$ cat src/sv/vertex_directional_lighting_core_defines.svh
// ----------------------------------------------------------------------------
// Vertex directional lighting: assertion macros
// Shared assertion wrappers, clocked on clk_i and disabled while rst_ni is low.
// ----------------------------------------------------------------------------
`ifndef VERTEX_DIRECTIONAL_LIGHTING_CORE_DEFINES_SVH
`define VERTEX_DIRECTIONAL_LIGHTING_CORE_DEFINES_SVH

// plain property that must hold at every edge
`define VDL_ASSERT(name, prop, msg) \
  name: assert property (@(posedge clk_i) disable iff (!rst_ni) (prop)) else $error(msg);

// same-cycle implication
`define VDL_ASSERT_IMP(name, ante, cons, msg) \
  name: assert property (@(posedge clk_i) disable iff (!rst_ni) (ante) |-> (cons)) \
    else $error(msg);

// next-cycle implication
`define VDL_ASSERT_NXT(name, ante, cons, msg) \
  name: assert property (@(posedge clk_i) disable iff (!rst_ni) (ante) |=> (cons)) \
    else $error(msg);

`endif

$ cat src/sv/vdl_pkg.sv
// ----------------------------------------------------------------------------
// Vertex directional lighting package
// Command codes, register indexes and datapath widths.
// ----------------------------------------------------------------------------
`default_nettype none

package vdl_pkg;

  // command carried in tuser
  localparam int OP_W = 3;
  typedef enum logic [OP_W-1:0] {
    OP_ADD_LIGHT = 3'd0,
    OP_AMBIENT   = 3'd1,
    OP_DIFFUSE   = 3'd2,
    OP_CLR_MAT   = 3'd3,
    OP_CLR_ALL   = 3'd4,
    OP_SHADE     = 3'd5
  } op_e;

  // configuration register indexes
  localparam int CFG_IDX_W = 2;
  localparam logic [CFG_IDX_W-1:0] CFG_TINT_RED   = 2'd0;
  localparam logic [CFG_IDX_W-1:0] CFG_TINT_GREEN = 2'd1;
  localparam logic [CFG_IDX_W-1:0] CFG_TINT_BLUE  = 2'd2;

  // field widths
  localparam int VEC_W = 16;
  localparam int COL_W = 8;
  localparam int IDX_W = 16;
  localparam logic [COL_W-1:0] COL_MAX = 8'hFF;

  localparam int IN_TDATA_W  = 3 * VEC_W + 4 * COL_W + IDX_W;  // 96
  localparam int OUT_TDATA_W = IDX_W + 4 * COL_W;              // 48

  // datapath: dot product of three 16x16 products, signed
  localparam int DOT_W  = 2 * VEC_W + 2;
  localparam int MULA_W = DOT_W;
  localparam int MULB_W = VEC_W + 1;
  localparam int MUL_W  = MULA_W + MULB_W;
  // running channel sum; bounded by MAX_LIGHTS * 254 * 3 * 4 plus base
  localparam int ACC_W  = 32;

endpackage

`default_nettype wire

$ cat src/sv/vertex_directional_lighting_core.sv
// ----------------------------------------------------------------------------
// Vertex directional lighting core
// Per-vertex Lambert lighting against a small table of directional lights.
//
// Input stream: tuser carries the command, tdata the vector, color and vertex
// slot, tlast marks the last vertex of a draw. Table, material and clear
// commands take effect in the accept cycle and produce no item. A shade
// command produces one output item (slot, RGBA, tlast).
// One shared 34x17 signed multiplier does all multiplications under a step
// sequencer: three steps for the base color, then per light three steps for
// the dot product, three for diffuse*light color and three for the scaling,
// then the drain and done states to drain and clamp. Without a material or
// lights loaded, a shade item skips the light steps. Input tready is low
// from the accept of a shade item until its result is loaded for output.
// The output register holds a finished item; while the receiver stalls the
// core still accepts commands, and a second shade item waits in its final
// step until the output register frees.
// Reset clears the light table count, the material and the output valid, and
// sets the three tint registers to 255.
// ----------------------------------------------------------------------------
`default_nettype none
`include "vertex_directional_lighting_core_defines.svh"

module vertex_directional_lighting_core #(
  parameter int MAX_LIGHTS    = 7,
  parameter int VEC_FRAC_BITS = 14
) (
  input  wire logic                                 clk_i,
  input  wire logic                                 rst_ni,
  // input items
  input  wire logic                                 s_axis_tvalid_i,
  output      logic                                 s_axis_tready_o,
  // vec_x, vec_y, vec_z, col_red, col_green, col_blue, col_alpha, vertex_index
  input  wire logic [vdl_pkg::IN_TDATA_W-1:0]       s_axis_tdata_i,
  // op
  input  wire logic [vdl_pkg::OP_W-1:0]             s_axis_tuser_i,
  input  wire logic                                 s_axis_tlast_i,
  // output items
  output      logic                                 m_axis_tvalid_o,
  input  wire logic                                 m_axis_tready_i,
  // out_index, out_red, out_green, out_blue, out_alpha
  output      logic [vdl_pkg::OUT_TDATA_W-1:0]      m_axis_tdata_o,
  output      logic                                 m_axis_tlast_o,
  // configuration writes
  input  wire logic                                 cfg_we_i,
  input  wire logic [vdl_pkg::CFG_IDX_W-1:0]        cfg_index_i,
  input  wire logic [vdl_pkg::COL_W-1:0]            cfg_data_i
);

  localparam int LCNT_W = $clog2(MAX_LIGHTS + 1);
  localparam int LIDX_W = (MAX_LIGHTS > 1) ? $clog2(MAX_LIGHTS) : 1;
  localparam int SHIFT  = 2 * VEC_FRAC_BITS;

  localparam int VEC_W  = vdl_pkg::VEC_W;
  localparam int COL_W  = vdl_pkg::COL_W;
  localparam int IDX_W  = vdl_pkg::IDX_W;
  localparam int DOT_W  = vdl_pkg::DOT_W;
  localparam int MULA_W = vdl_pkg::MULA_W;
  localparam int MULB_W = vdl_pkg::MULB_W;
  localparam int MUL_W  = vdl_pkg::MUL_W;
  localparam int ACC_W  = vdl_pkg::ACC_W;

  // sequencer states
  localparam logic [1:0] ST_IDLE  = 2'd0;
  localparam logic [1:0] ST_RUN   = 2'd1;
  localparam logic [1:0] ST_DRAIN = 2'd2;
  localparam logic [1:0] ST_DONE  = 2'd3;

  // multiplier steps
  localparam logic [3:0] PH_B0 = 4'd0;   // ambient * tint
  localparam logic [3:0] PH_B1 = 4'd1;
  localparam logic [3:0] PH_B2 = 4'd2;
  localparam logic [3:0] PH_D0 = 4'd3;   // normal * light direction
  localparam logic [3:0] PH_D1 = 4'd4;
  localparam logic [3:0] PH_D2 = 4'd5;
  localparam logic [3:0] PH_P0 = 4'd6;   // diffuse * light color
  localparam logic [3:0] PH_P1 = 4'd7;
  localparam logic [3:0] PH_P2 = 4'd8;
  localparam logic [3:0] PH_S0 = 4'd9;   // product * dot
  localparam logic [3:0] PH_S1 = 4'd10;
  localparam logic [3:0] PH_S2 = 4'd11;

  // --------------------------------------------------------------------------
  // input unpacking
  // --------------------------------------------------------------------------
  logic                    s_fire;
  vdl_pkg::op_e            in_op;
  logic [2:0][VEC_W-1:0]   in_vec;
  logic [3:0][COL_W-1:0]   in_col;
  logic [IDX_W-1:0]        in_idx;

  assign s_fire = s_axis_tvalid_i && s_axis_tready_o;
  assign in_op  = vdl_pkg::op_e'(s_axis_tuser_i);
  assign in_vec = s_axis_tdata_i[3*VEC_W-1:0];
  assign in_col = s_axis_tdata_i[3*VEC_W+4*COL_W-1:3*VEC_W];
  assign in_idx = s_axis_tdata_i[vdl_pkg::IN_TDATA_W-1:3*VEC_W+4*COL_W];

  // --------------------------------------------------------------------------
  // state registers
  // --------------------------------------------------------------------------
  logic [1:0]              state_q, state_d;
  logic [3:0]              phase_q, phase_d;
  logic [LIDX_W-1:0]       light_q, light_d;
  logic [LCNT_W-1:0]       light_total_q;
  logic                    material_q;
  logic [3:0][COL_W-1:0]   amb_q;
  logic [2:0][COL_W-1:0]   dif_q;
  logic [2:0][COL_W-1:0]   tint_q;
  logic                    out_vld_q;
  logic                    tag_vld_q;
  logic [3:0]              tag_q;

  // light table, only entries below light_total_q are read
  logic [2:0][COL_W-1:0]   light_col_q [MAX_LIGHTS];
  logic [2:0][VEC_W-1:0]   light_dir_q [MAX_LIGHTS];

  // latched shade item
  logic [2:0][VEC_W-1:0]   vec_q;
  logic [IDX_W-1:0]        idx_q;
  logic                    last_q;

  // datapath registers
  logic signed [MUL_W-1:0] mul_q;
  logic signed [DOT_W-1:0] dot_q;
  logic [2:0][COL_W-1:0]   prod_q;
  logic [2:0][COL_W-1:0]   base_q;
  logic signed [ACC_W-1:0] acc_q [3];

  logic [vdl_pkg::OUT_TDATA_W-1:0] out_data_q;
  logic                            out_last_q;

  logic                    table_full;
  logic [LCNT_W-1:0]       light_nxt;
  logic                    out_load;

  assign table_full = (light_total_q >= LCNT_W'(MAX_LIGHTS));
  assign light_nxt  = LCNT_W'(light_q) + LCNT_W'(1);
  assign out_load   = (state_q == ST_DONE) && (!out_vld_q || m_axis_tready_i);

  assign s_axis_tready_o = (state_q == ST_IDLE);

  // --------------------------------------------------------------------------
  // sequencer
  // --------------------------------------------------------------------------
  always_comb begin
    state_d = state_q;
    phase_d = phase_q;
    light_d = light_q;
    unique case (state_q)
      ST_IDLE: begin
        if (s_fire && in_op == vdl_pkg::OP_SHADE) begin
          state_d = ST_RUN;
          phase_d = PH_B0;
          light_d = '0;
        end
      end
      ST_RUN: begin
        if (phase_q == PH_B2) begin
          if (material_q && light_total_q != '0) begin
            phase_d = PH_D0;
          end else begin
            state_d = ST_DRAIN;
          end
        end else if (phase_q == PH_S2) begin
          if (light_nxt < light_total_q) begin
            phase_d = PH_D0;
            light_d = light_nxt[LIDX_W-1:0];
          end else begin
            state_d = ST_DRAIN;
          end
        end else begin
          phase_d = phase_q + 4'd1;
        end
      end
      ST_DRAIN: state_d = ST_DONE;
      ST_DONE: begin
        if (out_load) begin
          state_d = ST_IDLE;
        end
      end
      default: state_d = ST_IDLE;
    endcase
  end

  always_ff @(posedge clk_i or negedge rst_ni) begin
    if (!rst_ni) begin
      state_q   <= ST_IDLE;
      phase_q   <= PH_B0;
      light_q   <= '0;
      tag_vld_q <= 1'b0;
      tag_q     <= PH_B0;
    end else begin
      state_q   <= state_d;
      phase_q   <= phase_d;
      light_q   <= light_d;
      tag_vld_q <= (state_q == ST_RUN);
      tag_q     <= phase_q;
    end
  end

  // --------------------------------------------------------------------------
  // commands: light count, material, tints
  // --------------------------------------------------------------------------
  always_ff @(posedge clk_i or negedge rst_ni) begin
    if (!rst_ni) begin
      light_total_q <= '0;
      material_q    <= 1'b0;
      amb_q         <= '0;
      dif_q         <= '0;
      tint_q        <= {3{vdl_pkg::COL_MAX}};
    end else begin
      if (cfg_we_i) begin
        case (cfg_index_i)
          vdl_pkg::CFG_TINT_RED:   tint_q[0] <= cfg_data_i;
          vdl_pkg::CFG_TINT_GREEN: tint_q[1] <= cfg_data_i;
          vdl_pkg::CFG_TINT_BLUE:  tint_q[2] <= cfg_data_i;
          default: ;
        endcase
      end
      if (s_fire) begin
        case (in_op)
          vdl_pkg::OP_ADD_LIGHT: begin
            if (!table_full) begin
              light_total_q <= light_total_q + LCNT_W'(1);
            end
          end
          vdl_pkg::OP_AMBIENT: begin
            amb_q      <= in_col;
            material_q <= 1'b1;
          end
          vdl_pkg::OP_DIFFUSE: begin
            dif_q      <= in_col[2:0];
            material_q <= 1'b1;
          end
          vdl_pkg::OP_CLR_MAT: begin
            amb_q      <= '0;
            dif_q      <= '0;
            material_q <= 1'b0;
          end
          vdl_pkg::OP_CLR_ALL: begin
            amb_q         <= '0;
            dif_q         <= '0;
            material_q    <= 1'b0;
            light_total_q <= '0;
            tint_q        <= {3{vdl_pkg::COL_MAX}};
          end
          default: ;
        endcase
      end
    end
  end

  // light table write and shade item latch
  always_ff @(posedge clk_i) begin
    if (s_fire && in_op == vdl_pkg::OP_ADD_LIGHT && !table_full) begin
      light_col_q[light_total_q[LIDX_W-1:0]] <= in_col[2:0];
      light_dir_q[light_total_q[LIDX_W-1:0]] <= in_vec;
    end
    if (s_fire && in_op == vdl_pkg::OP_SHADE) begin
      vec_q  <= in_vec;
      idx_q  <= in_idx;
      last_q <= s_axis_tlast_i;
    end
  end

  // --------------------------------------------------------------------------
  // shared multiplier: operand select by step
  // --------------------------------------------------------------------------
  logic signed [MULA_W-1:0] mul_a;
  logic signed [MULB_W-1:0] mul_b;
  logic signed [MUL_W-1:0]  mul_d;
  logic [2:0][COL_W-1:0]    lcol;
  logic [2:0][VEC_W-1:0]    ldir;

  assign lcol = light_col_q[light_q];
  assign ldir = light_dir_q[light_q];

  always_comb begin
    mul_a = '0;
    mul_b = '0;
    unique case (phase_q)
      PH_B0, PH_B1, PH_B2: begin
        mul_a = $signed({{(MULA_W-COL_W){1'b0}}, amb_q[phase_q[1:0]]});
        mul_b = $signed({{(MULB_W-COL_W){1'b0}}, tint_q[phase_q[1:0]]});
      end
      PH_D0: begin
        mul_a = $signed({{(MULA_W-VEC_W){vec_q[0][VEC_W-1]}}, vec_q[0]});
        mul_b = $signed({{(MULB_W-VEC_W){ldir[0][VEC_W-1]}}, ldir[0]});
      end
      PH_D1: begin
        mul_a = $signed({{(MULA_W-VEC_W){vec_q[1][VEC_W-1]}}, vec_q[1]});
        mul_b = $signed({{(MULB_W-VEC_W){ldir[1][VEC_W-1]}}, ldir[1]});
      end
      PH_D2: begin
        mul_a = $signed({{(MULA_W-VEC_W){vec_q[2][VEC_W-1]}}, vec_q[2]});
        mul_b = $signed({{(MULB_W-VEC_W){ldir[2][VEC_W-1]}}, ldir[2]});
      end
      PH_P0: begin
        mul_a = $signed({{(MULA_W-COL_W){1'b0}}, dif_q[0]});
        mul_b = $signed({{(MULB_W-COL_W){1'b0}}, lcol[0]});
      end
      PH_P1: begin
        mul_a = $signed({{(MULA_W-COL_W){1'b0}}, dif_q[1]});
        mul_b = $signed({{(MULB_W-COL_W){1'b0}}, lcol[1]});
      end
      PH_P2: begin
        mul_a = $signed({{(MULA_W-COL_W){1'b0}}, dif_q[2]});
        mul_b = $signed({{(MULB_W-COL_W){1'b0}}, lcol[2]});
      end
      PH_S0: begin
        mul_a = dot_q;
        mul_b = $signed({{(MULB_W-COL_W){1'b0}}, prod_q[0]});
      end
      PH_S1: begin
        mul_a = dot_q;
        mul_b = $signed({{(MULB_W-COL_W){1'b0}}, prod_q[1]});
      end
      PH_S2: begin
        mul_a = dot_q;
        mul_b = $signed({{(MULB_W-COL_W){1'b0}}, prod_q[2]});
      end
      default: ;
    endcase
  end

  assign mul_d = MUL_W'(mul_a) * MUL_W'(mul_b);

  // scaled term, truncated toward zero
  logic signed [MUL_W-1:0] bias;
  logic signed [MUL_W-1:0] term_full;
  logic signed [ACC_W-1:0] term;

  assign bias      = mul_q[MUL_W-1] ? $signed({{(MUL_W-SHIFT){1'b0}}, {SHIFT{1'b1}}})
                                    : '0;
  assign term_full = (mul_q + bias) >>> SHIFT;
  assign term      = term_full[ACC_W-1:0];

  // --------------------------------------------------------------------------
  // result consume, one step behind the issue
  // --------------------------------------------------------------------------
  always_ff @(posedge clk_i) begin
    mul_q <= mul_d;
    if (tag_vld_q) begin
      case (tag_q)
        PH_B0, PH_B1, PH_B2: begin
          base_q[tag_q[1:0]] <= material_q ? mul_q[2*COL_W-1:COL_W] : '0;
          acc_q[tag_q[1:0]]  <= material_q
                                ? $signed({{(ACC_W-COL_W){1'b0}}, mul_q[2*COL_W-1:COL_W]})
                                : '0;
        end
        PH_D0: dot_q <= mul_q[DOT_W-1:0];
        PH_D1, PH_D2: dot_q <= dot_q + mul_q[DOT_W-1:0];
        PH_P0: prod_q[0] <= mul_q[2*COL_W-1:COL_W];
        PH_P1: prod_q[1] <= mul_q[2*COL_W-1:COL_W];
        PH_P2: prod_q[2] <= mul_q[2*COL_W-1:COL_W];
        PH_S0: acc_q[0] <= acc_q[0] - term;
        PH_S1: acc_q[1] <= acc_q[1] - term;
        PH_S2: acc_q[2] <= acc_q[2] - term;
        default: ;
      endcase
    end
  end

  // --------------------------------------------------------------------------
  // clamp to [base, 255] and output register
  // --------------------------------------------------------------------------
  logic [2:0][COL_W-1:0] lit;

  always_comb begin
    for (int c = 0; c < 3; c++) begin
      if (acc_q[c] < $signed({{(ACC_W-COL_W){1'b0}}, base_q[c]})) begin
        lit[c] = base_q[c];
      end else if (acc_q[c] > $signed({{(ACC_W-COL_W){1'b0}}, vdl_pkg::COL_MAX})) begin
        lit[c] = vdl_pkg::COL_MAX;
      end else begin
        lit[c] = acc_q[c][COL_W-1:0];
      end
    end
  end

  always_ff @(posedge clk_i or negedge rst_ni) begin
    if (!rst_ni) begin
      out_vld_q <= 1'b0;
    end else if (out_load) begin
      out_vld_q <= 1'b1;
    end else if (m_axis_tready_i) begin
      out_vld_q <= 1'b0;
    end
  end

  always_ff @(posedge clk_i) begin
    if (out_load) begin
      out_data_q <= {(material_q ? amb_q[3] : vdl_pkg::COL_MAX), lit[2], lit[1], lit[0],
                     idx_q};
      out_last_q <= last_q;
    end
  end

  assign m_axis_tvalid_o = out_vld_q;
  assign m_axis_tdata_o  = out_data_q;
  assign m_axis_tlast_o  = out_last_q;

  // --------------------------------------------------------------------------
  // assertions
  // --------------------------------------------------------------------------
  `VDL_ASSERT(a_light_total_range, light_total_q <= LCNT_W'(MAX_LIGHTS), "light count above table depth")
  `VDL_ASSERT_NXT(a_shade_starts, s_fire && in_op == vdl_pkg::OP_SHADE, state_q == ST_RUN, "shade item did not start the sequencer")
  `VDL_ASSERT_IMP(a_light_steps_valid, state_q == ST_RUN && phase_q >= PH_D0, material_q && (LCNT_W'(light_q) < light_total_q), "light step without material or past table end")
  `VDL_ASSERT_IMP(a_out_from_done, $rose(out_vld_q), $past(state_q) == ST_DONE, "output raised outside the final step")

endmodule

`default_nettype wire
$ cat config.mk
export PLATFORM = sky130hd
export DESIGN_NAME = vertex_directional_lighting_core
export DESIGN_NICKNAME = d
export VERILOG_FILES = /design/src/sv/vdl_pkg.sv /design/src/sv/vertex_directional_lighting_core.sv
export VERILOG_INCLUDE_DIRS = /design/src /design/src/sv
export SDC_FILE = /design/constraint.sdc
export NUM_CORES = 2
export LEC_CHECK = 0
export ABC_AREA = 1
export BUFFER_PORTS_ARGS = -buffer_cell sky130_fd_sc_hd__buf_2
export CELL_PAD_IN_SITES_DETAIL_PLACEMENT = 0
export CELL_PAD_IN_SITES_GLOBAL_PLACEMENT = 1
export CORE_MARGIN = 8
export CORE_UTILIZATION = 50
export DETAILED_ROUTE_END_ITERATION = 12
export HOLD_SLACK_MARGIN = 0.06
export PLACE_DENSITY_LB_ADDON = 0.1
export SKIP_LAST_GASP = 1
export SLEW_MARGIN = 10
export SYNTH_ARGS = -nofsm -noshare
export SYNTH_HDL_FRONTEND = slang
export SYNTH_SLANG_ARGS = --single-unit
export TNS_END_PERCENT = 100
$ cat constraint.sdc
create_clock -name clk_i -period 8.45 [get_ports clk_i]
set_input_delay 0.4225 -clock clk_i [delete_from_list [all_inputs] [get_ports clk_i]]
set_output_delay 0.4225 -clock clk_i [all_outputs]
set_load 0.05 [all_outputs]
Yosys cells after proc, flatten, opt, wreduce, memory -nomap -nowiden. Memories as Yosys holds them, arrays and structs flattened. Index checks and enable logic that the tools add are counted. Widths: inputs -> output; s select.

Add/sub/neg operators: 8. $mul: 1. $lt $le $gt $ge: 11. Equal/unequal tests: 43. Multiplexer cells: 73. Reduce and logical (&&, ||, !) cells: 44.

Operators with widths (number): $pmux 34 s8 (1); $pmux 17 s10 (1); $mux 8 (14); $gt 32x9->1 const B (3); $lt 32x9->1 (3); $mux 32 (3); $reduce_or 32->1 (3); $sub 32x23->32 (3); $mux 24 (3); $pmux 34 s2 (1); $pmux 32 s2 (1); $add 51x29->51 (1); $mul 34x17->51 (1); $pmux 24 s2 (1); $add 34x34->34 (1); $bmux 8 s2 (2); $eq 4x3->1 const B (8); $eq 4x4->1 const B (8); $mux 28 (1); $bwmux 24 (1); $mux 4 (5); $mux 1 (19); $mux 2 (9); $demux 8 s2 (1); other kinds (36) (86).

Register bits after elaboration: 346. Memory bits (writable): 600. Input port bits: 115. Output and inout port bits: 51. Word-level logic and storage cells: 217. Memories: 3.

Memories: light_dir_q (words 7, width 48, rd ports 1, clocked after memory_dff 0, write ports 1, line vertex_directional_lighting_core.sv:115) `logic [2:0][VEC_W-1:0] light_dir_q [MAX_LIGHTS];`; light_col_q (words 7, width 24, rd ports 1, clocked after memory_dff 0, write ports 1, line vertex_directional_lighting_core.sv:114) `logic [2:0][COL_W-1:0] light_col_q [MAX_LIGHTS];`; acc_q (words 3, width 32, rd ports 3, clocked after memory_dff 0, write ports 1, line vertex_directional_lighting_core.sv:127) `logic signed [ACC_W-1:0] acc_q [3];`.

Logic depth before layout (Yosys ltp).
Word-level depth: 8. Mapped depth: 39. Mapped depth without buffers: 35.

Least setup slack after synthesis. Ideal clock, no wire load.

Kind: register -> register. Start point: register state_q[0]. End point: memory light_col_q[2][0] in the netlist's numbering (enable). Library setup time: 0.591 ns. Arrival: 6.742 ns. Required time: 7.859 ns. Slack: 1.118 ns. Cell stages (with the launch flop): 7. Path buffers: 0. Period minus slack after synthesis: 7.332 ns. Cells stage by stage: dfrtp_1 -> inv_1 -> ha_1 -> nand2_1 -> nor4_1 -> nand2_1 -> nor3_1.

Word-level cells in the longest chain between the ends: 6.

RTL lines: from (decl) (line vertex_directional_lighting_core.sv:101) `logic [1:0] state_q, state_d;`; from (signal assigned) (line vertex_directional_lighting_core.sv:193) `state_q <= state_d;`; $logic_not 2->1 (line vertex_directional_lighting_core.sv:140) `assign s_axis_tready_o = (state_q == ST_IDLE);`; named net s_axis_tready_o (line vertex_directional_lighting_core.sv:32) `output logic s_axis_tready_o,`; $logic_and 1x1->1 (line vertex_directional_lighting_core.sv:92) `assign s_fire = s_axis_tvalid_i && s_axis_tready_o;`; $logic_and 1x1->1 (2 in series) (line vertex_directional_lighting_core.sv:255) `if (s_fire && in_op == vdl_pkg::OP_ADD_LIGHT && !table_full) begin`; $mux 1 (line vertex_directional_lighting_core.sv:255); $mux 1 (implied by the code) (line vertex_directional_lighting_core.sv:256) `light_col_q[light_total_q[LIDX_W-1:0]] <= in_col[2:0];`; to (decl) (line vertex_directional_lighting_core.sv:114).

The timed path passes the listed nets, and every way through them passes these cells.

Worst setup path in the final report.
Start point: register light_q[0]. End point: register mul_q[41].

Word-level cells in the longest chain between the ends: 3. Elaborated cells between the ends (all ways): 4. Classes of those cells: mul (1); mux (1); memory (2).

RTL lines: from (decl) (line vertex_directional_lighting_core.sv:103) `logic [LIDX_W-1:0] light_q, light_d;`; from (signal assigned) (line vertex_directional_lighting_core.sv:195) `light_q <= light_d;`; $mem_v2 7x24 / $mem_v2 7x48 (equally long branches); $pmux 17 s10 (*) (line vertex_directional_lighting_core.sv:281) `unique case (phase_q)`; $mul 34x17->51 (*) (line vertex_directional_lighting_core.sv:326) `assign mul_d = MUL_W'(mul_a) * MUL_W'(mul_b);`; named net mul_d[41] (line vertex_directional_lighting_core.sv:271) `logic signed [MUL_W-1:0] mul_d;`; to (signal assigned) (line vertex_directional_lighting_core.sv:342) `mul_q <= mul_d;`; to (decl) (line vertex_directional_lighting_core.sv:123) `logic signed [MUL_W-1:0] mul_q;`.

Mark *: on every way through the listed nets, which the timed path passes. The rest lies on a longest branch. A chain may end at the register's enable or synchronous reset.

==> results_dict.tcl <==
set metrics [dict create \
    die_x_um 383 \
    synth_top_flop_cell "edfxtp_1" \
    synthesis.nets 8491 \
    path_common_cell "fa_1" \
    antenna_found_initial 1 \
    grt_pass1_vias 52700 \
    seq_area_frac_synth_pct 40.6 \
    critPathMaxStageDelay_ns 0.59 \
    grt_max_degree 101 \
    grt_pass1_wl_um 312000 \
    synth_area_leaders "edfxtp_1 (35%), fa_1 (16%), nand2_1 (9.0%)" \
    drv_slew 0 \
    grt_overflow 0 \
    num_antenna_cells 0 \
    synth_area_per_cell_um2 8.98 \
    p_leak_uw 0.0334 \
    yosysTopAreaCellShare_pct 35.4 \
    maxSlewHeadroom_pct 19.9 \
    wl_um 202000 \
    numPortBuffers 165 \
    cp.arrival_ns 8.70 \
    ys_seq_elements 946 \
    final_cell_mix "nand2_1 (1621), inv_1 (1203), nor2_1 (840), edfxtp_1 (796), fa_1 (556)" \
    multiInputGateArea_um2 34500 \
    hold_path.class "in2reg" \
    ant_nets 0 \
    root_buffer "clkbuf_16" \
    maxCapViolCount 0 \
    drive_above_1_share_pct 7.49 \
    ys_types 52 \
    cp-end-kind "flop" \
    rsz0062_at_grt "no" \
    irDropWorstVdd_uv 738 \
    placed_cells 9371 \
    path_buf_inv 8 \
    ys_warn_count 0 \
    finClkSkew_ns 0.0902 \
    netlist_instances 7513 \
    cp_max_fo 50 \
    area_delta_synth_final_pct 12.1 \
    met3_usage_pct 2.89 \
    drtPass1Iterations 6 \
    grt_use_met1_pct 40.1 \
    final_common_cell "nand2_1" \
    outcome "finished, final reports clean" \
    synth_edf_count 796 \
    core_area_um2 135000 \
    cts_buffers 105 \
    fp.dieArea_um2 147000 \
    worstSetupStartpointType "flop" \
    async_reset_ff_share_pct 10.5 \
    fin_nets 8789 \
    gp_congestion 0.929 \
    power_density_nw_per_um2 379 \
    hold_viol 0 \
    htreeDepth 3 \
    crit_family "adder cells" \
    first_iter_violations 4565 \
    cts.clk_slew.worst_paths_ns 0.06 \
    placedInstanceArea_um2 70800 \
    die_h_um 383 \
    num_vias 53100 \
    grt_usage_pct 27.2 \
    clk_path_buf_depth 3 \
    synthesis.area_um2 67500 \
    fin_crit_sh_pct 96.5 \
    wl_per_cell_um 20.8 \
    required_ns 9.00 \
    fin_crit_ns 8.16 \
    criticalPathCategory "reg2reg" \
    stdcell_count 9680 \
    num_rows 135 \
    fill_cells 12200 \
    initial_utilization_pct 50.1 \
    hpwl_um 153000 \
    final_cell_area_um2 75600 \
    regArea_um2 27400 \
    met2_usage_pct 43.7 \
    route.detailed.drc 0 \
    finalSetupViolations 0 \
    routed_via_density 5.48 \
    critPathSlowestCell "dfrtp_4" \
    ios 166 \
    cts_tree "done" \
    max_freq_ghz 0.123 \
    tightest_slew_ns 1.20 \
    fin_util_pct 56.1 \
    yosysTopAreaCell "edfxtp_1" \
    worst_hold_slack_ns 0.127 \
    clock-sinks 946 \
    grt_busiest_layer "met2" \
    clock_latency_ns 0.75 \
]
[cell families after synthesis]
kind of cell | Yosys count | synth area share (%)
simple gates | 2886 | 17.1
buf+inv | 1453 | 8.41
compound gates | 1266 | 10.3
flops | 946 | 40.6
fa+ha+maj | 863 | 22.2
xor+xnor | 83 | 1.08
mux | 16 | 0.267
[stage by stage]
stage	setup WS (ns)	setup TNS, ns	power, uW
2_1_floorplan	1.12	0	18100
3_3_place_gp	0.00701	0	23600
3_5_place_dp	-0.0191	-0.0328	23700
4_1_cts	0.0356	0	28600
5_1_grt	0.00350	0	31100
6_report	0.292	0	28700
[synth_stat cells (51+ instances only)]
| cell | number |
|---|---|
| nor2_1 | 847 |
| nand3_1 | 245 |
| ha_1 | 307 |
| dfxtp_1 | 51 |
| a21oi_1 | 485 |
| edfxtp_1 | 796 |
| o22ai_1 | 83 |
| buf_2 | 122 |
| dfrtp_1 | 75 |
| clkbuf_1 | 67 |
| nand2_1 | 1624 |
| o21ai_0 | 502 |
| inv_1 | 1208 |
| fa_1 | 556 |
| nand4_1 | 54 |
[worst min-delay path: cells and delay by family]
family	cells	cell delay, ns
buffers and inverters	1	0.10
AND/OR/NAND/NOR	3	0.34
[area by class of cell]
type	count	area share, %
inverter	1243	6.21
sequential	946	36.3
multi-input combinational	5114	45.7
clock buffer	129	3.73
timing repair buffer	401	4.22
tap	1781	2.95
clock inverter	66	0.961
[sequential cells by signal, summed over array words and instances (netlist names), 24 cells and up]
register	flops
acc_q	96
amb_q	32
base_q	24
dif_q	24
dot_q	34
light_col_q	168
light_dir_q	336
m_axis_tdata_o	48
mul_q	51
prod_q	24
tint_q	24
vec_q	48
[worst paths after layout]
check                      slack (ns)                    from                           to  cells after the start
max                              0.29  light_q[0]$_DFFE_PN0P_            mul_q[41]$_DFF_P_                     31
min                              0.13          cfg_index_i[1]         tint_q[11]$_DFF_PN1_                      4
max reg2reg                      0.29  light_q[0]$_DFFE_PN0P_            mul_q[41]$_DFF_P_                     31
min reg2reg                      0.42      idx_q[6]$_DFFE_PP_  m_axis_tdata_o[6]$_DFFE_PP_                      0
max in group asynchronous        6.96                  rst_ni         amb_q[8]$_DFFE_PN0P_                      3
min in group asynchronous        0.23                  rst_ni       material_q$_DFFE_PN0P_                      2
[power breakdown]
group	leakage [uW]	switching (uW)	internal [uW]
clock network	0.00171	1980	2670
registers	0.00887	432	5790
logic	0.0228	11800	5960
[metal layers]
| layer | up-vias | wire, um |
|---|---|---|
| li1 | 25000 | - |
| met1 | 26200 | 93100 |
| met2 | 1636 | 92200 |
| met3 | 242 | 11900 |
| met4 | 0 | 4560 |
| met5 | - | 0 |
[repair_timing]
action,4_1_cts,5_1_grt
setup endpoints to repair,11,30
cloned,0,1
pin swaps,0,1
buffers inserted,0,5
endpoints found under the hold margin,645,0
hold buffers,108,0
gates resized for setup,4,28
Note: power is estimated with default switching activity, not from simulation.
